**config.mk**
```make
export PLATFORM = sky130hd
export DESIGN_NAME = lsbm_ctrl
export DESIGN_NICKNAME = d
export VERILOG_FILES = /design/src/sv/lsbm_pkg.sv /design/src/sv/lsbm_ctrl.sv
export SDC_FILE = /design/constraint.sdc
export NUM_CORES = 1
export LEC_CHECK = 0
export BUFFER_PORTS_ARGS = -buffer_cell sky130_fd_sc_hd__buf_2
export CAP_MARGIN = 20
export CELL_PAD_IN_SITES_DETAIL_PLACEMENT = 2
export CELL_PAD_IN_SITES_GLOBAL_PLACEMENT = 2
export CORE_MARGIN = 2
export CORE_UTILIZATION = 28
export DETAILED_ROUTE_END_ITERATION = 8
export PLACE_DENSITY_LB_ADDON = 0.1
export SLEW_MARGIN = 20
export SYNTH_ARGS = -nofsm -noshare
export SYNTH_HDL_FRONTEND = slang
export SYNTH_SLANG_ARGS = --single-unit
```
**constraint.sdc**
```tcl
create_clock -name clock -period 1.8 [get_ports clock]
set_input_delay 0.18 -clock clock [delete_from_list [all_inputs] [get_ports clock]]
set_output_delay 0.18 -clock clock [all_outputs]
set_load 0.02 [all_outputs]
```
**src/sv/lsbm_pkg.sv**
```systemverilog
// Package for the load/store byte memory: sizes, size codes, FSM encoding,
// and the control/status structs between controller and datapath.
// No dependencies.
package lsbm_pkg;

   localparam int MEM_BYTES = 1024;
   localparam int ADDR_W    = $clog2(MEM_BYTES);

   localparam logic [2:0] CODE_B  = 3'd0;
   localparam logic [2:0] CODE_H  = 3'd1;
   localparam logic [2:0] CODE_W  = 3'd2;
   localparam logic [2:0] CODE_D  = 3'd3;
   localparam logic [2:0] CODE_BU = 3'd4;
   localparam logic [2:0] CODE_HU = 3'd5;
   localparam logic [2:0] CODE_WU = 3'd6;

   typedef enum logic [4:0] {
      ST_CLEAR  = 5'b00001,
      ST_IDLE   = 5'b00010,
      ST_ACCESS = 5'b00100,
      ST_LAST   = 5'b01000,
      ST_RESP   = 5'b10000
   } state_type;

   typedef struct packed {
      logic clear;
      logic accept;
      logic step;
   } cmd_type;

   typedef struct packed {
      logic clear_done;
      logic access_ok;
      logic is_store;
      logic step_last;
   } status_type;

endpackage

```
**src/sv/lsbm_ctrl.sv**
```systemverilog
// Controller FSM: clearing pass, request accept, byte steps, response.
// Depends on lsbm_pkg.
module lsbm_ctrl import lsbm_pkg::*; (
   input  logic       clock,
   input  logic       reset,
   input  logic       req_valid,
   output logic       req_ready,
   output logic       rsp_valid,
   input  logic       rsp_ready,
   input  status_type status,
   output cmd_type    cmd
);

   state_type state_ff, state_in;

   always_comb begin
      state_in = state_ff;
      unique case (state_ff)
         ST_CLEAR: begin
            if (status.clear_done) state_in = ST_IDLE;
         end
         ST_IDLE: begin
            if (req_valid) state_in = status.access_ok ? ST_ACCESS : ST_RESP;
         end
         ST_ACCESS: begin
            if (status.step_last) state_in = status.is_store ? ST_RESP : ST_LAST;
         end
         ST_LAST: begin
            state_in = ST_RESP;
         end
         ST_RESP: begin
            if (rsp_ready) state_in = ST_IDLE;
         end
         default: state_in = ST_CLEAR;
      endcase
   end

   always_ff @(posedge clock) begin
      if (reset) begin
         state_ff <= ST_CLEAR;
      end else begin
         state_ff <= state_in;
      end
   end

   assign req_ready  = state_ff == ST_IDLE;
   assign rsp_valid  = state_ff == ST_RESP;
   assign cmd.clear  = state_ff == ST_CLEAR;
   assign cmd.accept = req_ready && req_valid;
   assign cmd.step   = state_ff == ST_ACCESS;

   a_reset_clears: assert property (@(posedge clock)
      reset |=> state_ff == ST_CLEAR)
      else $error("reset did not start clearing pass");

   a_fault_direct: assert property (@(posedge clock) disable iff (reset)
      cmd.accept && !status.access_ok |=> state_ff == ST_RESP)
      else $error("suppressed access touched memory");

   a_store_done: assert property (@(posedge clock) disable iff (reset)
      cmd.step && status.step_last && status.is_store |=> state_ff == ST_RESP)
      else $error("store did not finish after last byte");

   a_rsp_hold: assert property (@(posedge clock) disable iff (reset)
      rsp_valid && !rsp_ready |=> rsp_valid)
      else $error("response dropped while stalled");

endmodule

```
==> flow_summary.ini, run 1 <==
[power_and_ir_drop]
clkPwrFrac = 0.245
switching_share = 0.412
p_seq_frac = 0.338
total_switching_power_uw = 220
powerDensity_mw_per_mm2 = 1130
combinationalPowerShare = 0.418
p_int_uw = 313
p_leak_uw = 0.000216
ir_worst_vdd_mv = 0.462

[finish]
nFillCells = 158
final_util = 0.358
largest_reg_flops = 5
top_register = state_ff
mostFrequentLayoutCells = 12 x buf_2, 6 x nor2_1, 5 x dfxtp_1
top_regs = state_ff: 5 flops
antennaDiodeCount = 0
layout-drive-gt1-share = 0.383
layout.nets = 69
area_growth_pct = 18.9
finalNonFillerCells = 75
final_common_cell = buf_2

[clock_network]
cts_tree = yes
clock-sinks = 5
clk_pin_slew_ns = 0.04
cts_setup_buffers = 0
cts.repair.resized = 0
insertion_delay_ns = 0.24
cts-root-buf = clkbuf_4
hold_buffers = 0
cts_buffers = 3
cts_max_level = 1
cts_buffer_depth = 2

[worst_setup_path]
worstSetupStartpointType = flop
r2r_cells = 5
crit_chain = nor3_2 -> nand3b_2 -> inv_2 -> and2_1 -> buf_2
crit_buf_inv = 2
arrival_ns = 1.41
path_max_fanout = 7
cp_num_cells = 5
cp_slowest_cell = dfxtp_1
required_ns = 1.62
cp_top_family = simple AND/OR/NAND/NOR gates
endpoint_kind = primary output
worstSetupPathType = reg -> out
worst_path_largest_cell_delay_ns = 0.39

[yosys]
syn_area_per_cell_um2 = 8.44
ys_seq_area_frac = 0.252
ys_ff_latch = 5
syn_area_um2 = 397
synth_largest_area_cell = dfxtp_1
synth_top_area_frac = 0.252
synth_fp_nets = 55
synthSimpleGateAreaFrac = 0.451
synth_top_family_by_area = simple AND/OR/NAND/NOR gates
synth_cells = 47
synth.area.top_cells = dfxtp_1 25%, buf_6 5.7%, nor2_1 5.7%
synth_compound_area_frac = 0.142
yosysWarningCount = 0
yosys-mux-area-fraction = 0.0252
synth_fa_ha_area_frac = 0
synthDistinctLibCells = 29
synthXorXnorAreaFrac = 0.0442

[sta]
maxSlewViolCount = 0
timing.final.crit_share = 0.883
fin_skew_ns = 0.00262
slew_headroom = 0.754
timing.setup.tns_ns = 0
rsz0062_at_grt = false
whs_ns = 0.140
tightest_slew_ns = 0.368
max_freq_mhz = 629
setup_viol = 0
fin_ws_ns = 0.210
fin_crit_ns = 1.59
finalHoldViolations = 0

[floorplanning]
die-area_mm2 = 0.00173
placementRows = 13
fp.dieW_um = 41.6
initial_core_util = 0.301
ios = 13
core_area_mm2 = 0.00132
die_h_um = 41.6

[global_routing]
grt_usage = 0.145
grt_pass1_vias = 430
antenna_found_initial = 0
grt_overflow = 0
grt_max_degree = 12
grt_pass1_wl_mm = 1.94

[run]
maxCapViolCount = 0

[detailed_routing]
via_count = 392
vias_per_cell = 5.23
drc = 0
wire_per_inst_um = 15.1
drt-total-wl_mm = 1.13
ant_nets = 0
drt_first_pass_iters = 2
dr.first_iter.drc_count = 1

[worst_hold_path]
hp-class = in -> reg
holdPathStages = 2

[placed_design]
post-place-cells = 71
pre_cts_slack_ns = 0.355
io_buffers = 12
place_congestion = 0.729
dpl.hpwl_um = 937

[outcome]
status = finished clean
synthesized netlist by cell type, drive strengths merged:
library cell and instances:
a2bb2oi 1, dfxtp 5, mux2i 1, nand4b 2, and3 3, inv 1
and2 1, or2 1, o32a 1, nor4b 1, nand3 2, nor2 7
o211ai 1, nand2 4, o21a 1, nor3 2, o21ai 2, buf 3
xor2 2, nand3b 3, a21oi 1, nor3b 2
cells by family after synthesis:
group                  Yosys count
multiplexers                     1
AND/OR/NAND/NOR                 28
buffers and inverters            4
AO/OA/AOI/OAI                    7
XOR/XNOR                         2
flip-flops                       5
routing by layer:
| layer | vias up | track usage | share of wire |
|---|---|---|---|
| met3 | 0 | 0.0565 | 0.046 |
| met4 | 0 | 0.0194 | 0 |
| met1 | 187 | 0.164 | 0.44 |
| li1 | 194 | - | - |
| met2 | 11 | 0.263 | 0.52 |
| met5 | - | 0 | 0 |
path summary, 6_finish.rpt:
kind | slack (ns) | start | end
worst max register to register | 0.35 | state_ff[0]$_SDFFE_PP1P_ | state_ff[1]$_SDFFE_PP0P_
worst min-delay path | 0.14 | status[1] | state_ff[3]$_SDFFE_PP0P_
worst max-delay path | 0.21 | state_ff[4]$_SDFFE_PP0P_ | cmd[1]
worst min register to register | 0.64 | state_ff[2]$_SDFFE_PP0P_ | state_ff[2]$_SDFFE_PP0P_
power by group through the flow:
stage | clock, uW | sequential, uW | combinational (uW)
after floorplan | 0 | 139 | 232
after global placement | 0 | 177 | 215
after detailed placement | 0 | 182 | 228
after CTS | 134 | 180 | 229
after global routing | 141 | 185 | 257
final | 130 | 180 | 222
final cells by class:
class                      instances  area [um^2]  share of cell area
clock buffer                       4         26.3              0.0557
inverter                           1         3.75             0.00796
tap                               15         18.8              0.0398
timing repair buffer              12         60.1               0.127
sequential                         5          100               0.212
multi-input combinational         38          263               0.557
through the flow:
step / power [uW] / cell area, um^2
after floorplan: 371 / 397
after global placement: 393 / 445
after detailed placement: 410 / 445
after CTS: 543 / 472
after global routing: 583 / 472
final: 532 / 472
No activity file was read; power rests on OpenSTA's default activity.
==> run 2, diff against run 1 <==
--- a/config.mk
+++ b/config.mk
@@ -11,8 +11,11 @@
 export CELL_PAD_IN_SITES_GLOBAL_PLACEMENT = 2
 export CORE_MARGIN = 2
 export CORE_UTILIZATION = 28
+export CTS_CLUSTER_SIZE = 20
 export DETAILED_ROUTE_END_ITERATION = 8
 export PLACE_DENSITY_LB_ADDON = 0.1
+export REMOVE_ABC_BUFFERS = 1
+export SKIP_LAST_GASP = 1
 export SLEW_MARGIN = 20
 export SYNTH_ARGS = -nofsm -noshare
 export SYNTH_HDL_FRONTEND = slang
==> flow_summary.ini, run 2 (synthesis results as in run 1) <==
[worst_setup_path]
worstSetupStartpointType = flop
crit_buf_inv = 2
cp_top_family = simple AND/OR/NAND/NOR gates
cp_slowest_cell = dfxtp_1
regToRegStartpoint = state_ff[1]$_SDFFE_PP0P_
worstSetupPathType = reg -> out
arrival_ns = 1.42
required_ns = 1.62
timing.rr.end = state_ff[1]$_SDFFE_PP0P_
r2r_cells = 5
r2r_slack_ns = 0.34
path_max_fanout = 5
crit_chain = nor3_2 -> nand3b_2 -> inv_2 -> and2_1 -> buf_2
endpoint_kind = primary output
worst_path_largest_cell_delay_ns = 0.37

[detailed_routing]
drt_first_pass_iters = 3
ant_nets = 0
via_count = 387
drc = 0
dr.first_iter.drc_count = 2
wire_per_inst_um = 14.6
drt-total-wl_mm = 1.10
vias_per_cell = 5.16

[power_and_ir_drop]
p_seq_frac = 0.333
ir_worst_vdd_mv = 0.459
total_switching_power_uw = 221
finalPower_uw = 534
clkPwrFrac = 0.254
p_int_uw = 313
switching_share = 0.414
combinationalPowerShare = 0.414
powerDensity_mw_per_mm2 = 1130
p_leak_uw = 0.000216

[placed_design]
post-place-cells = 71
place_area_um2 = 445
place_congestion = 0.744
io_buffers = 12

[sta]
timing.final.crit_share = 0.887
slew_headroom = 0.769
rsz0062_at_grt = false
finalHoldViolations = 0
fin_crit_ns = 1.60
maxSlewViolCount = 0
tightest_slew_ns = 0.346
timing.setup.tns_ns = 0
whs_ns = 0.115
setup_viol = 0
max_freq_mhz = 627
fin_skew_ns = 0.00231

[finish]
final_common_cell = buf_2
top_regs = state_ff: 5 flops
finalNonFillerCells = 75
largest_reg_flops = 5
mostFrequentLayoutCells = 12 x buf_2, 6 x nor2_1, 5 x dfxtp_1
postLayoutCellArea_um2 = 472
area_growth_pct = 18.9
layout-drive-gt1-share = 0.383
nFillCells = 159
antennaDiodeCount = 0
top_register = state_ff
layout.nets = 69

[floorplanning]
ios = 13
initial_core_util = 0.301
fp.dieW_um = 41.6
die-area_mm2 = 0.00173
die_h_um = 41.6
placementRows = 13
core_area_mm2 = 0.00132

[clock_network]
cts_tree = yes
cts_max_level = 1
cts-root-buf = clkbuf_4
clk_pin_slew_ns = 0.05
cts.repair.resized = 0
cts_setup_buffers = 0
cts_buffer_depth = 2
clock-sinks = 5
hold_buffers = 0
insertion_delay_ns = 0.24
cts_buffers = 3

[global_routing]
grt_pass1_wl_mm = 1.86
grt_max_degree = 12
grt_pass1_vias = 410
antenna_found_initial = 0
grt_overflow = 0
use_met2 = 0.234
grt_usage = 0.145
grt.busiest_layer = met2
grtUsageMet1 = 0.158
grt_use_met3 = 0.0391

[worst_hold_path]
hp-class = in -> reg
holdPathStages = 2
hp-start = status[1]
whs_endpoint = state_ff[3]$_SDFFE_PP0P_

[run]
maxCapViolCount = 0

[outcome]
status = finished clean
run 2: cell counts in the layout (fill, tap and decap cells not counted):
No cell type changed its count.
run 2: power groups by stage:
stage	sequential, uW	clock (uW)	combinational (uW)
after global routing	186	146	246
after CTS	179	140	224
after floorplan	167	0	167
after detailed placement	180	0	222
final	178	136	221
after global placement	178	0	213
run 2: worst max-delay path by stage:
stage                                  start                       end  slack (ns)  cells past startpoint
floorplan           state_ff[3]$_SDFFE_PP0P_  state_ff[2]$_SDFFE_PP0P_        0.52                      6
global placement    state_ff[1]$_SDFFE_PP0P_  state_ff[1]$_SDFFE_PP0P_        0.43                      5
detailed placement  state_ff[2]$_SDFFE_PP0P_  state_ff[1]$_SDFFE_PP0P_        0.33                      5
CTS                 state_ff[3]$_SDFFE_PP0P_                    cmd[1]        0.17                      5
global route        state_ff[3]$_SDFFE_PP0P_                    cmd[1]        0.11                      5
finish              state_ff[3]$_SDFFE_PP0P_                    cmd[1]        0.20                      5
run 2: layout make-up:
cell class              instances  area, um^2  area share
inverters                       1        3.75     0.00796
multi-input cells              38         263       0.557
flip-flops and latches          5         100       0.212
clock buffers                   4        26.3      0.0557
well taps                      15        18.8      0.0398
repair buffers                 12        60.1       0.127
run 2: through the flow:
| stage | setup WS, ns | util |
|---|---|---|
| 3_3_place_gp | 0.429 | 0.338 |
| 3_5_place_dp | 0.333 | 0.338 |
| 6_report | 0.204 | 0.358 |
| 2_1_floorplan | 0.521 | - |
| 4_1_cts | 0.174 | 0.358 |
| 5_1_grt | 0.113 | 0.358 |
run 2: per-layer routing:
layer	wire [um]	share of wire
met5	0	0
met2	545	0.50
met4	18	0.016
met3	54	0.049
met1	476	0.43
==> run 3, diff against run 2 <==
--- a/config.mk
+++ b/config.mk
@@ -5,8 +5,8 @@
 export SDC_FILE = /design/constraint.sdc
 export NUM_CORES = 1
 export LEC_CHECK = 0
-export BUFFER_PORTS_ARGS = -buffer_cell sky130_fd_sc_hd__buf_2
-export CAP_MARGIN = 20
+export BUFFER_PORTS_ARGS = -buffer_cell sky130_fd_sc_hd__clkbuf_2
+export CAP_MARGIN = 25
 export CELL_PAD_IN_SITES_DETAIL_PLACEMENT = 2
 export CELL_PAD_IN_SITES_GLOBAL_PLACEMENT = 2
 export CORE_MARGIN = 2
==> flow_summary.ini, run 3 (synthesis results as in run 1) <==
[sta]
max_freq_mhz = 617
timing.final.crit_share = 0.901
fin_crit_ns = 1.62
slew_headroom = 0.766
setup_viol = 0
maxSlewViolCount = 0
finalHoldViolations = 0
timing.setup.tns_ns = 0
rsz0062_at_grt = false
fin_skew_ns = 0.00132
tightest_slew_ns = 0.351

[worst_setup_path]
cp_slowest_cell = dfxtp_1
timing.rr.end = state_ff[1]$_SDFFE_PP0P_
worstSetupStartpointType = flop
crit_chain = nor3_2 -> nand3b_2 -> inv_2 -> and2_1 -> clkbuf_2
path_max_fanout = 7
worst_path_largest_cell_delay_ns = 0.39
required_ns = 1.62
r2r_slack_ns = 0.31
endpoint_kind = primary output
regToRegStartpoint = state_ff[0]$_SDFFE_PP1P_
r2r_cells = 5
worstSetupPathType = reg -> out
arrival_ns = 1.44

[clock_network]
cts_buffer_depth = 2
cts_buffers = 3
cts_setup_buffers = 0
cts_max_level = 1
hold_buffers = 0
clock-sinks = 5
insertion_delay_ns = 0.23
cts-root-buf = clkbuf_4
cts.repair.resized = 0
cts_tree = yes
clk_pin_slew_ns = 0.04

[detailed_routing]
dr.first_iter.drc_count = 3
drt-total-wl_mm = 1.04
via_count = 395
drc = 0
ant_nets = 0
vias_per_cell = 5.27
wire_per_inst_um = 13.8
drt_first_pass_iters = 3

[run]
maxCapViolCount = 0

[finish]
layout.nets = 69
nFillCells = 154
antennaDiodeCount = 0
mostFrequentLayoutCells = 12 x clkbuf_2, 6 x nor2_1, 5 x dfxtp_1
area_growth_pct = 18.9
top_register = state_ff
final_common_cell = clkbuf_2
top_regs = state_ff: 5 flops
regArea_um2 = 100
postLayoutCellArea_um2 = 472
largest_reg_flops = 5
layout-drive-gt1-share = 0.383
multiInputGateArea_um2 = 263

[floorplanning]
die-area_mm2 = 0.00173
fp.dieW_um = 41.6
core_area_mm2 = 0.00132
placementRows = 13
die_h_um = 41.6
initial_core_util = 0.301
ios = 13

[power_and_ir_drop]
clkPwrFrac = 0.240
ir_worst_vdd_mv = 0.491
p_seq_frac = 0.340
powerDensity_mw_per_mm2 = 1110
combinationalPowerShare = 0.421
finalPower_uw = 524
p_leak_uw = 0.000214
total_switching_power_uw = 211
p_int_uw = 312
switching_share = 0.404

[placed_design]
place_area_um2 = 445
dpl.hpwl_um = 855
io_buffers = 12
place_congestion = 0.744

[global_routing]
grt_usage = 0.131
grt_pass1_wl_mm = 1.77
grt_max_degree = 12
antenna_found_initial = 0
grt_pass1_vias = 400
grt_overflow = 0

[worst_hold_path]
hp-start = status[1]
holdPathStages = 2
hp-class = in -> reg
whs_endpoint = state_ff[3]$_SDFFE_PP0P_

[outcome]
status = finished clean
==> run 3: worst max path at each step <==
stage	to	startpoint	slack, ns	cells after the start
floorplan	state_ff[2]$_SDFFE_PP0P_	state_ff[3]$_SDFFE_PP0P_	0.52	6
global placement	state_ff[1]$_SDFFE_PP0P_	state_ff[1]$_SDFFE_PP0P_	0.43	5
detailed placement	state_ff[1]$_SDFFE_PP0P_	state_ff[0]$_SDFFE_PP1P_	0.30	5
CTS	cmd[1]	state_ff[4]$_SDFFE_PP0P_	0.15	5
global route	cmd[1]	state_ff[3]$_SDFFE_PP0P_	0.09	5
finish	cmd[1]	state_ff[4]$_SDFFE_PP0P_	0.18	5
==> run 3: stage by stage <==
| stage | util | worst slack (ns) | hold WS (ns) | std cells |
|---|---|---|---|---|
| 2_1_floorplan | - | 0.521 | 0.242 | 44 |
| 3_3_place_gp | 0.338 | 0.429 | 0.372 | 71 |
| 3_5_place_dp | 0.338 | 0.302 | 0.371 | 71 |
| 4_1_cts | 0.358 | 0.149 | 0.120 | 75 |
| 5_1_grt | 0.358 | 0.0897 | 0.135 | 75 |
| 6_report | 0.358 | 0.179 | 0.126 | 75 |
==> run 3: cell type report <==
cell class | instances | area share
Timing Repair Buffer | 12 | 0.127
Inverter | 1 | 0.00796
Tap cell | 15 | 0.0398
Multi-Input combinational cell | 38 | 0.557
Sequential cell | 5 | 0.212
Clock buffer | 4 | 0.0557
==> run 3: per-layer routing <==
layer	GRT usage	vias to the layer above	routed length, um
li1	-	195	-
met1	0.158	189	465
met2	0.222	9	521
met3	0.0130	2	41
met4	0.0774	0	10
met5	0	-	0
==> run 3: power groups by stage <==
stage,sequential [uW],clock (uW),combinational [uW]
final,178,126,220
after global routing,185,140,249
after CTS,180,131,225
after detailed placement,181,0,225
after global placement,178,0,213
after floorplan,167,0,167
==> run 3: critical path, delay by kind of cell (launching register included) <==
| kind | cells | cell delay, ns |
|---|---|---|
| simple gates | 3 | 0.57 |
| flops | 1 | 0.39 |
| buf+inv | 2 | 0.25 |
